### src/design/lsab_pkg.sv
// lsab_pkg: shared widths, constants, types and the divider step for the angle bin pipeline
`timescale 1ns / 1ps
package lsab_pkg;

	localparam int ANGLE_BINS  = 360;
	localparam int DIST_W      = 14;
	localparam int BIN_W       = 9;
	localparam int RAW_W       = 16;
	localparam int IDX_W       = 8;
	localparam int CNT_W       = 8;
	localparam int DIFF_W      = 17;
	localparam int PROD_W      = IDX_W + 1 + DIFF_W;
	localparam int QUO_W       = 18;
	localparam int ANGLE_W     = 20;
	localparam int STEPS_PER_STAGE = 3;
	localparam int DIV_STAGES  = QUO_W / STEPS_PER_STAGE;

	localparam logic [DIST_W-1:0] MIN_DIST_RESET = 14'd40;
	localparam logic [DIST_W-1:0] MAX_DIST_RESET = 14'd2000;

	// configuration register indexes
	localparam logic REG_MIN_DISTANCE = 1'b0;
	localparam logic REG_MAX_DISTANCE = 1'b1;

	typedef struct packed {
		logic [BIN_W-1:0]  base;
		logic              neg;
		logic              zoff;
		logic [CNT_W-1:0]  divr;
		logic [CNT_W-1:0]  rem;
		logic [QUO_W-1:0]  num;
		logic [DIST_W-1:0] band_dist;
	} div_t;

	typedef struct packed {
		logic              write_valid;
		logic [BIN_W-1:0]  bin_index;
		logic [DIST_W-1:0] bin_distance;
		logic              angle_out_of_range;
	} result_t;

	// restoring division, quotient bits shift in at the bottom of num
	function automatic div_t div_steps(input div_t d);
		div_t           r;
		logic [CNT_W:0] t;
		r = d;
		for (int i = 0; i < STEPS_PER_STAGE; i++) begin
			t     = {r.rem, r.num[QUO_W-1]};
			r.num = {r.num[QUO_W-2:0], 1'b0};
			if (t >= {1'b0, r.divr}) begin
				t        = t - {1'b0, r.divr};
				r.num[0] = 1'b1;
			end
			r.rem = t[CNT_W-1:0];
		end
		return r;
	endfunction

endpackage

### src/design/lsab_if.sv
// lsab_if: valid/ready channels for samples in and bin writes out
`timescale 1ns / 1ps
interface lsab_in_if;
	logic                          valid;
	logic                          ready;
	logic [lsab_pkg::RAW_W-1:0]    raw_sample;
	logic [lsab_pkg::IDX_W-1:0]    sample_index;
	logic [lsab_pkg::RAW_W-1:0]    start_angle_raw;
	logic [lsab_pkg::RAW_W-1:0]    end_angle_raw;
	logic [lsab_pkg::CNT_W-1:0]    sample_count;

	modport source (output valid, raw_sample, sample_index, start_angle_raw, end_angle_raw,
		sample_count, input ready);
	modport sink (input valid, raw_sample, sample_index, start_angle_raw, end_angle_raw,
		sample_count, output ready);
endinterface

interface lsab_out_if;
	logic                          valid;
	logic                          ready;
	logic                          write_valid;
	logic [lsab_pkg::BIN_W-1:0]    bin_index;
	logic [lsab_pkg::DIST_W-1:0]   bin_distance;
	logic                          angle_out_of_range;

	modport source (output valid, write_valid, bin_index, bin_distance, angle_out_of_range,
		input ready);
	modport sink (input valid, write_valid, bin_index, bin_distance, angle_out_of_range,
		output ready);
endinterface

### src/design/lidar_sample_to_angle_bin.sv
// A sample beat goes through stage 1, stage 2, the divider and the output register.
// Throughput: one beat per cycle without stall; multiply, abs/scale, six divider stages
// of three quotient bits each and the output register each hold one sample.
// Every stage moves on when it or the stage after it is free, so bubbles fill under stall.
// Reset clears all stage valid bits and loads min_distance 40, max_distance 2000.
`timescale 1ns / 1ps
module lidar_sample_to_angle_bin (
	input  logic                          clk,
	input  logic                          arst_n,
	input  logic                          cfg_we,
	input  logic                          cfg_index,
	input  logic [lsab_pkg::DIST_W-1:0]   cfg_wdata,
	lsab_in_if.sink                       in_ch,
	lsab_out_if.source                    out_ch
);

	localparam int NS = lsab_pkg::DIV_STAGES;

	logic [lsab_pkg::DIST_W-1:0] min_dist_q, max_dist_q;

	always_ff @(posedge clk or negedge arst_n) begin
		if (!arst_n) begin
			min_dist_q <= lsab_pkg::MIN_DIST_RESET;
			max_dist_q <= lsab_pkg::MAX_DIST_RESET;
		end else if (cfg_we) begin
			case (cfg_index)
				lsab_pkg::REG_MIN_DISTANCE: min_dist_q <= cfg_wdata;
				lsab_pkg::REG_MAX_DISTANCE: max_dist_q <= cfg_wdata;
				default: ;
			endcase
		end
	end

	// stage enables, back to front
	logic          en_s1, en_s2, en_out;
	logic [NS-1:0] en_dv;
	logic          v_s1, v_s2, out_valid_q;
	logic [NS-1:0] v_dv;

	always_comb begin
		en_out = !out_valid_q || out_ch.ready;
		en_dv[NS-1] = !v_dv[NS-1] || en_out;
		for (int k = NS - 2; k >= 0; k--) begin
			en_dv[k] = !v_dv[k] || en_dv[k+1];
		end
		en_s2 = !v_s2 || en_dv[0];
		en_s1 = !v_s1 || en_s2;
	end

	assign in_ch.ready = en_s1;

	// stage 1: distance band, base angle, index times angle span
	logic [lsab_pkg::BIN_W-1:0]         base_s1;
	logic signed [lsab_pkg::PROD_W-1:0] prod_s1;
	logic                               zoff_s1;
	logic [lsab_pkg::CNT_W-1:0]         divr_s1;
	logic [lsab_pkg::DIST_W-1:0]        dist_s1;

	logic [lsab_pkg::DIST_W-1:0]        dist_in;
	logic signed [lsab_pkg::DIFF_W-1:0] diff_in;
	logic                               zoff_in;

	always_comb begin
		dist_in = in_ch.raw_sample[lsab_pkg::RAW_W-1:2];
		diff_in = $signed({2'b00, in_ch.end_angle_raw[lsab_pkg::RAW_W-1:1]})
			- $signed({2'b00, in_ch.start_angle_raw[lsab_pkg::RAW_W-1:1]});
		zoff_in = in_ch.sample_count <= lsab_pkg::CNT_W'(1);
	end

	always_ff @(posedge clk or negedge arst_n) begin
		if (!arst_n) begin
			v_s1 <= 1'b0;
		end else if (en_s1) begin
			v_s1 <= in_ch.valid;
		end
	end

	always_ff @(posedge clk) begin
		if (en_s1 && in_ch.valid) begin
			base_s1 <= in_ch.start_angle_raw[lsab_pkg::RAW_W-1:7];
			prod_s1 <= $signed({1'b0, in_ch.sample_index}) * diff_in;
			zoff_s1 <= zoff_in;
			divr_s1 <= zoff_in ? lsab_pkg::CNT_W'(1)
				: in_ch.sample_count - lsab_pkg::CNT_W'(1);
			dist_s1 <= (dist_in >= min_dist_q && dist_in <= max_dist_q)
				? dist_in : '0;
		end
	end

	// stage 2: magnitude of the product scaled down by 64, sign kept aside
	lsab_pkg::div_t                     dv_s2;
	logic [lsab_pkg::PROD_W-1:0]        mag_s1;

	assign mag_s1 = prod_s1[lsab_pkg::PROD_W-1] ? lsab_pkg::PROD_W'(-prod_s1)
		: lsab_pkg::PROD_W'(prod_s1);

	always_ff @(posedge clk or negedge arst_n) begin
		if (!arst_n) begin
			v_s2 <= 1'b0;
		end else if (en_s2) begin
			v_s2 <= v_s1;
		end
	end

	always_ff @(posedge clk) begin
		if (en_s2 && v_s1) begin
			dv_s2.base      <= base_s1;
			dv_s2.neg       <= prod_s1[lsab_pkg::PROD_W-1];
			dv_s2.zoff      <= zoff_s1;
			dv_s2.divr      <= divr_s1;
			dv_s2.rem       <= '0;
			dv_s2.num       <= lsab_pkg::QUO_W'(mag_s1[lsab_pkg::PROD_W-1:6]);
			dv_s2.band_dist <= dist_s1;
		end
	end

	// stages 3 to 8: divide by count minus one
	lsab_pkg::div_t dv_s [NS];

	always_ff @(posedge clk or negedge arst_n) begin
		if (!arst_n) begin
			v_dv <= '0;
		end else begin
			if (en_dv[0]) v_dv[0] <= v_s2;
			for (int k = 1; k < NS; k++) begin
				if (en_dv[k]) v_dv[k] <= v_dv[k-1];
			end
		end
	end

	always_ff @(posedge clk) begin
		if (en_dv[0] && v_s2) dv_s[0] <= lsab_pkg::div_steps(dv_s2);
		for (int k = 1; k < NS; k++) begin
			if (en_dv[k] && v_dv[k-1]) dv_s[k] <= lsab_pkg::div_steps(dv_s[k-1]);
		end
	end

	// final: signed offset plus base, range check, output register
	lsab_pkg::div_t                      dv_last;
	logic signed [lsab_pkg::ANGLE_W-1:0] offset_d, angle_d;
	logic                                inside_d;
	lsab_pkg::result_t                   res_d, out_q;

	always_comb begin
		dv_last  = dv_s[NS-1];
		offset_d = $signed({2'b00, dv_last.num});
		if (dv_last.zoff) begin
			offset_d = '0;
		end else if (dv_last.neg) begin
			offset_d = -offset_d;
		end
		angle_d  = $signed({{(lsab_pkg::ANGLE_W - lsab_pkg::BIN_W){1'b0}}, dv_last.base})
			+ offset_d;
		inside_d = !angle_d[lsab_pkg::ANGLE_W-1]
			&& angle_d < lsab_pkg::ANGLE_W'(lsab_pkg::ANGLE_BINS);
		res_d.write_valid        = inside_d;
		res_d.bin_index          = inside_d ? angle_d[lsab_pkg::BIN_W-1:0] : '0;
		res_d.bin_distance       = inside_d ? dv_last.band_dist : '0;
		res_d.angle_out_of_range = !inside_d;
	end

	always_ff @(posedge clk or negedge arst_n) begin
		if (!arst_n) begin
			out_valid_q <= 1'b0;
		end else if (en_out) begin
			out_valid_q <= v_dv[NS-1];
		end
	end

	always_ff @(posedge clk) begin
		if (en_out && v_dv[NS-1]) out_q <= res_d;
	end

	assign out_ch.valid              = out_valid_q;
	assign out_ch.write_valid        = out_q.write_valid;
	assign out_ch.bin_index          = out_q.bin_index;
	assign out_ch.bin_distance       = out_q.bin_distance;
	assign out_ch.angle_out_of_range = out_q.angle_out_of_range;

	// input only backs up when every stage is full and the output beat is held
	a_full_when_blocked: assert property (@(posedge clk) disable iff (!arst_n)
		!in_ch.ready |-> (out_ch.valid && !out_ch.ready && v_s1 && v_s2 && (&v_dv)))
		else $error("input blocked with a free stage");

	a_flag_exclusive: assert property (@(posedge clk) disable iff (!arst_n)
		out_ch.valid |-> (out_ch.write_valid != out_ch.angle_out_of_range))
		else $error("write_valid and out-of-range flag disagree");

	a_flagged_zero: assert property (@(posedge clk) disable iff (!arst_n)
		(out_ch.valid && out_ch.angle_out_of_range)
		|-> (out_ch.bin_index == '0 && out_ch.bin_distance == '0))
		else $error("flagged beat carries nonzero fields");

	a_bin_in_range: assert property (@(posedge clk) disable iff (!arst_n)
		(out_ch.valid && out_ch.write_valid)
		|-> (out_ch.bin_index < lsab_pkg::BIN_W'(lsab_pkg::ANGLE_BINS)))
		else $error("written bin beyond bin count");

endmodule
### src/flat_wrapper.sv
// flat-port wrapper written by rule: the top's interface ports become plain ports
module lidar_sample_to_angle_bin_flat 
  (clk, arst_n, cfg_we, cfg_index, cfg_wdata, in_ch_valid, in_ch_raw_sample, in_ch_sample_index, in_ch_start_angle_raw, in_ch_end_angle_raw, in_ch_sample_count, in_ch_ready, out_ch_valid, out_ch_write_valid, out_ch_bin_index, out_ch_bin_distance, out_ch_angle_out_of_range, out_ch_ready);
  lsab_in_if in_ch_i ();
  lsab_out_if out_ch_i ();
  input  logic clk;
  input  logic arst_n;
  input  logic cfg_we;
  input  logic cfg_index;
  input  logic [lsab_pkg::DIST_W-1:0] cfg_wdata;
  input wire logic [$bits(in_ch_i.valid)-1:0] in_ch_valid;
  input wire logic [$bits(in_ch_i.raw_sample)-1:0] in_ch_raw_sample;
  input wire logic [$bits(in_ch_i.sample_index)-1:0] in_ch_sample_index;
  input wire logic [$bits(in_ch_i.start_angle_raw)-1:0] in_ch_start_angle_raw;
  input wire logic [$bits(in_ch_i.end_angle_raw)-1:0] in_ch_end_angle_raw;
  input wire logic [$bits(in_ch_i.sample_count)-1:0] in_ch_sample_count;
  output wire logic [$bits(in_ch_i.ready)-1:0] in_ch_ready;
  output wire logic [$bits(out_ch_i.valid)-1:0] out_ch_valid;
  output wire logic [$bits(out_ch_i.write_valid)-1:0] out_ch_write_valid;
  output wire logic [$bits(out_ch_i.bin_index)-1:0] out_ch_bin_index;
  output wire logic [$bits(out_ch_i.bin_distance)-1:0] out_ch_bin_distance;
  output wire logic [$bits(out_ch_i.angle_out_of_range)-1:0] out_ch_angle_out_of_range;
  input wire logic [$bits(out_ch_i.ready)-1:0] out_ch_ready;
  assign in_ch_i.valid = in_ch_valid;
  assign in_ch_i.raw_sample = in_ch_raw_sample;
  assign in_ch_i.sample_index = in_ch_sample_index;
  assign in_ch_i.start_angle_raw = in_ch_start_angle_raw;
  assign in_ch_i.end_angle_raw = in_ch_end_angle_raw;
  assign in_ch_i.sample_count = in_ch_sample_count;
  assign in_ch_ready = in_ch_i.ready;
  assign out_ch_valid = out_ch_i.valid;
  assign out_ch_write_valid = out_ch_i.write_valid;
  assign out_ch_bin_index = out_ch_i.bin_index;
  assign out_ch_bin_distance = out_ch_i.bin_distance;
  assign out_ch_angle_out_of_range = out_ch_i.angle_out_of_range;
  assign out_ch_i.ready = out_ch_ready;
  lidar_sample_to_angle_bin u_core (.clk(clk), .arst_n(arst_n), .cfg_we(cfg_we), .cfg_index(cfg_index), .cfg_wdata(cfg_wdata), .in_ch(in_ch_i), .out_ch(out_ch_i));
endmodule
### config.mk
export PLATFORM = sky130hd
export DESIGN_NAME = lidar_sample_to_angle_bin_flat
export DESIGN_NICKNAME = d
export VERILOG_FILES = /design/src/design/lsab_pkg.sv /design/src/design/lsab_if.sv /design/src/design/lidar_sample_to_angle_bin.sv /design/src/flat_wrapper.sv
export SDC_FILE = /design/constraint.sdc
export NUM_CORES = 1
export LEC_CHECK = 0
export BUFFER_PORTS_ARGS = -buffer_cell sky130_fd_sc_hd__buf_4
export CORE_ASPECT_RATIO = 1.2
export CORE_MARGIN = 2
export CORE_UTILIZATION = 57
export DETAILED_ROUTE_END_ITERATION = 8
export PLACE_DENSITY = 0.74
export SLEW_MARGIN = 20
export SYNTH_ARGS = -nofsm -noshare
export SYNTH_HDL_FRONTEND = slang
export SYNTH_SLANG_ARGS = --single-unit
export TNS_END_PERCENT = 10
### constraint.sdc
create_clock -name clk -period 7.7 [get_ports clk]
set_input_delay 0.77 -clock clk [delete_from_list [all_inputs] [get_ports clk]]
set_output_delay 0.77 -clock clk [all_outputs]
set_load 0.05 [all_outputs]
## Word level (Yosys, flattened, before mapping)

Memory sizes are Yosys's and may differ from the RTL's.
Cells that the tools add are included.

| storage, ports and cells | value |
|---|---|
| register bits after elaboration | 171 |
| memory bits (writable) | 354 |
| input port bits | 84 |
| output and inout port bits | 27 |
| logic and storage cells | 194 |
| memories kept | 1 |

| operators by class | value |
|---|---|
| add/subtract/negate cells | 23 |
| $mul | 1 |
| magnitude comparators | 22 |
| mux-type cells | 87 |
| bitwise operators | 1 |
| reduce and logical (&&, ||, !) cells | 33 |

Memories:

| memory | depth | width | read ports | clocked after Yosys merged registers in | wr ports | line | RTL |
|---|---|---|---|---|---|---|---|
| u_core.dv_s | 6 | 59 | 6 | 0 | 6 | lidar_sample_to_angle_bin.sv:118 | `lsab_pkg::div_t dv_s [NS];` |

Operators with widths:

| kind | count |
|---|---|
| $mux 8 | 36 |
| $ge 9x8->1 | 17 |
| $sub 8x8->8 | 17 |
| $mux 1 | 48 |
| $mux 20 | 2 |
| $mul 9x16->25 | 1 |
| $mux 24 | 1 |
| $neg 24->24 | 1 |
| $add 10x20->20 | 1 |
| $lt 20x10->1 const B | 1 |
| $neg 18->20 | 1 |
| $sub 15x15->16 | 1 |
| $ge 14x14->1 | 1 |
| $le 14x14->1 | 1 |
| $logic_and 1x1->1 | 11 |
| $logic_not 1->1 | 11 |
| $logic_or 1x1->1 | 9 |
| $ge 1x8->1 | 1 |
| $le 8x1->1 const B | 1 |
| $sub 1x8->8 | 1 |
| $sub 8x1->8 const B | 1 |
| $reduce_and 2->1 | 2 |
| $not 1->1 | 1 |

## Longest topological paths before layout

| depth | value |
|---|---|
| word-level depth | 16 |
| gate-level depth with buffers | 29 |

## Worst setup path before layout

Ideal clock, no wire load.

| timing | value |
|---|---|
| path kind | input to register |
| start point | input port in_ch_end_angle_raw[1] |
| end point | register u_core.prod_s1[24] (netlist name) (data pin) |
| arrival time | 6.997 ns |
| required time | 7.441 ns |
| path slack | 0.443 ns |
| cell stages on the path | 28 |
| cells stage by stage | inv_1 > ha_1 > fa_1 > nor2b_1 > o21ai_0 > a21boi_0 > o21ai_0 > a21oi_1 > o211a_1 > clkbuf_1 > nand2b_1 > clkbuf_1 > a311oi_1 > fa_1 > inv_1 > fa_1 > fa_1 > inv_1 > fa_1 > inv_1 > ha_1 > a21o_1 > a21oi_1 > o21a_1 > a311oi_1 > a2111oi_0 > o2bb2ai_1 > xnor2_1 |

| between the ends | value |
|---|---|
| longest elaborated chain between the ends | 2 |

Ends and longest elaborated chain:

| element | line | RTL |
|---|---|---|
| from (decl) | flat_wrapper.sv:15 | `input wire logic [$bits(in_ch_i.end_angle_raw)-1:0] in_ch_end_angle_raw;` |
| $sub 15x15->16 | lidar_sample_to_angle_bin.sv:66 | `- $signed({2'b00, in_ch.start_angle_raw[lsab_pkg::RAW_W-1:1]});` |
| $mul 9x16->25 | lidar_sample_to_angle_bin.sv:81 | `prod_s1 <= $signed({1'b0, in_ch.sample_index}) * diff_in;` |
| to (signal assigned) | lidar_sample_to_angle_bin.sv:81 |  |
| to (decl) | lidar_sample_to_angle_bin.sv:54 | `logic signed [lsab_pkg::PROD_W-1:0] prod_s1;` |

No other way between the ends.
A chain may end at the register's enable or synchronous reset.

==> run_results.csv <==
group,metric,value,unit
outcome,status,"finished clean",
routing,drt-pass1-iter-count,7,
routing,wl,62.41,mm
synthesis,synth_area_leaders,"edfxtp_1, ha_1, fa_1",
routing,ant_nets,0,
synthesis,synth_top_family_by_area,"adder cells",
final_layout,layout-drive-gt1-share,0.1271,
synthesis,synth_compound_area_frac,0.09522,
synthesis,async_reset_ff_frac,0.07283,
setup_path,cpLargestDelayFamily,"compound AO/OA/AOI/OAI gates",
synthesis,yosys.area_share.adder,0.1743,
place,placed_cell_area,32950,um2
clock_tree,clockBufferDepth,3,
sta,setup_viol,0,
floorplan,die_w,217.6,um
clock_tree,cts_tree,"done",
setup_path,worst_setup_path_end_kind,"flip-flop",
global_route,antenna_found_initial,0,
clock_tree,cts_root_buf,"clkbuf_16",
synthesis,synth_edf_count,471,
synthesis,ys_warn_count,0,
setup_path,reg2reg_from,"u_core.dv_s[1][41]$_DFFE_PP_",
routing,wl_per_cell,17.38,um
synthesis,synth_cell_types,79,
floorplan,num_io_pins,111,
clock_tree,numCtsBuffers,49,
sta,drv_slew,0,
clock_tree,cts_max_level,2,
clock_tree,clock_sinks,508,
setup_path,cp_max_fo,8,
final_layout,layout_commonest_cell,"edfxtp_1",
sta,hold_viol_final,0,
floorplan,die_area,56670,um2
worst_hold_path,hp-class,"primary input to asynchronous set/reset pin",
clock_tree,ctsHoldBuffers,0,
synthesis,yosys.area_share.simple,0.1198,
synthesis,synth-xor-area-share,0.04012,
synthesis,netlist_area,31220,um2
global_route,grt_use_total,0.2229,
final_layout,nFillCells,4129,
synthesis,yosys-mux-area-fraction,0.03779,
final_layout,stdcell_area,34700,um2
setup_path,cp.required,8.04,ns
place,portBuffers,106,
routing,via_per_inst,5.636,
routing,dr_total_vias,20240,
synthesis,yosysTopAreaCell,"edfxtp_1",
sta,max_slew.worst_pin.slew,1.018,ns
synthesis,synth_ff_type,"edfxtp_1",
sta,period_share,0.9607,
setup_path,arrival,7.74,ns
final_layout,antennaDiodeCount,0,
clock_tree,clkTransAtPathRegs,0.07,ns
global_route,grt_pass1_vias,20970,
final_layout,layout.nets,3288,
floorplan,fp-row-count,93,
sta,min_period,7.398,ns
floorplan,core,53880,um2
setup_path,path_class,"flip-flop to flip-flop",
clock_tree,worstSkewPairLatency,0.61,ns
synthesis,yosys.area.top_type_share,0.4530,
synthesis,ys_seq_area_frac,0.4830,
synthesis,synth_fp_nets,3156,
routing,drt_iter0_markers,919,
sta,max-slew-margin-rel,0.3215,
setup_path,crit_buf_inv,2,
place,gp_congestion,0.9377,
sta,max_freq,135.2,MHz
global_route,grt_max_degree,60,
sta,final.setup_skew,0.03099,ns
setup_path,slowest_stage,"or3b_2",
final_layout,final_cell_mix,"edfxtp_1, inv_1, ha_1, nor2_1, nand2_1",
setup_path,critPathLaunchType,"flip-flop",
global_route,grt_pass1_wl,102.2,mm
setup_path,slowest_delay,0.59,ns
synthesis,ys_ff_latch,508,
global_route,gr-total-overflow,0,
synthesis,syn_area_per_cell,11.52,um2
floorplan,die_h,260.4,um
routing,drc,0,
place,hpwl,47.95,mm
floorplan,start_util,0.5795,
synthesis,synth_cells,2709,
job,drv_cap,0,
final_layout,syn2layout_area_growth,11.15,%
setup_path,crit_start,"u_core.dv_s[1][41]$_DFFE_PP_",
==> final cells by class <==
| class | count | area [um2] | share of cell area |
|---|---|---|---|
| Multi-Input combinational cell | 1792 | 14660 | 0.4226 |
| Tap cell | 712 | 890.9 | 0.02567 |
| Timing Repair Buffer | 135 | 1013 | 0.02921 |
| Inverter | 355 | 1333 | 0.03840 |
| Clock inverter | 38 | 471.7 | 0.01359 |
| Clock buffer | 52 | 1247 | 0.03595 |
| Sequential cell | 508 | 15080 | 0.4346 |
==> registers in the layout (all words and copies together) (netlist names), 6 cells and up <==
register,cells
u_core.base_s1,9
u_core.dist_s1,14
u_core.divr_s1,8
u_core.dv_s,338
u_core.dv_s2,51
u_core.max_dist_q,14
u_core.min_dist_q,14
u_core.out_ch.bin_distance,14
u_core.out_ch.bin_index,9
u_core.prod_s1,25
u_core.v_dv,6
==> through the flow <==
stage / hold slack [ns] / setup TNS (ns) / setup WS (ns) / util / std cells
floorplan: 0.4003 / 0 / 0.4434 / - / 2709
global placement: 0.4003 / 0 / 0.1216 / 0.6116 / 3502
detailed placement: 0.4045 / 0 / 0.001780 / 0.6116 / 3502
CTS: 0.08926 / 0 / 0.1487 / 0.6435 / 3592
global route: 0.1130 / -0.01845 / -0.01845 / 0.6441 / 3592
finish: 0.1182 / 0 / 0.3025 / 0.6441 / 3592
==> cell usage after synthesis, types with 17 or more instances <==
master    instances
inv_1           355
o21bai_1         19
edfxtp_1        471
o21a_1           22
nand2_1         156
nor2b_1          45
and2_1           69
a21oi_1          93
nand3_1          65
a21o_1           47
nor3_1           81
mux2i_1          20
or2_2            22
nor2_1          158
clkbuf_1         40
o21ai_0         102
ha_1            243
mux2_2           87
a211oi_1         17
xor2_1           39
xnor2_1         104
dfrtp_1          29
nand4_1          32
nand2b_1         32
o211ai_1         22
fa_1            120
==> what timing repair did <==
action                     CTS  global route
gates resized for setup      1             6
setup buffers                0             0
setup endpoints to repair    1            12
pin swaps                    0             0
==> routing by layer <==
metal	GRT usage	routed length [um]
met5	0	0
met4	0.08295	1947
met1	0.2571	24890
met3	0.02168	1734
met2	0.4254	33840
==> cells by family (layout without fill, tap and decap cells) <==
group | Yosys count | count (layout)
AND/OR/NAND/NOR | 735 | 735
flip-flops | 508 | 508
AO/OA/AOI/OAI | 444 | 444
buffers and inverters | 409 | 580
adder cells (fa/ha/maj) | 363 | 363
XOR/XNOR | 143 | 143
multiplexers | 107 | 107
==> final timing paths <==
path	slack (ns)	endpoint	cells after the start
worst max-delay path	0.30	u_core.dv_s[2][35]$_DFFE_PP_	27
worst min-delay path	0.12	u_core.v_dv[0]$_DFFE_PN0P_	1
worst max register to register	0.30	u_core.dv_s[2][35]$_DFFE_PP_	27
worst min register to register	0.41	u_core.dv_s[0][1]$_DFFE_PP_	0
max in group asynchronous	7.21	u_core.max_dist_q[6]$_DFFE_PN1P_	1
min in group clk	0.35	u_core.base_s1[8]$_DFFE_PP_	1
Power is left out: the tool's default activity adds up to more than one toggle a clock period on the data nets, which glitch-free logic cannot reach.
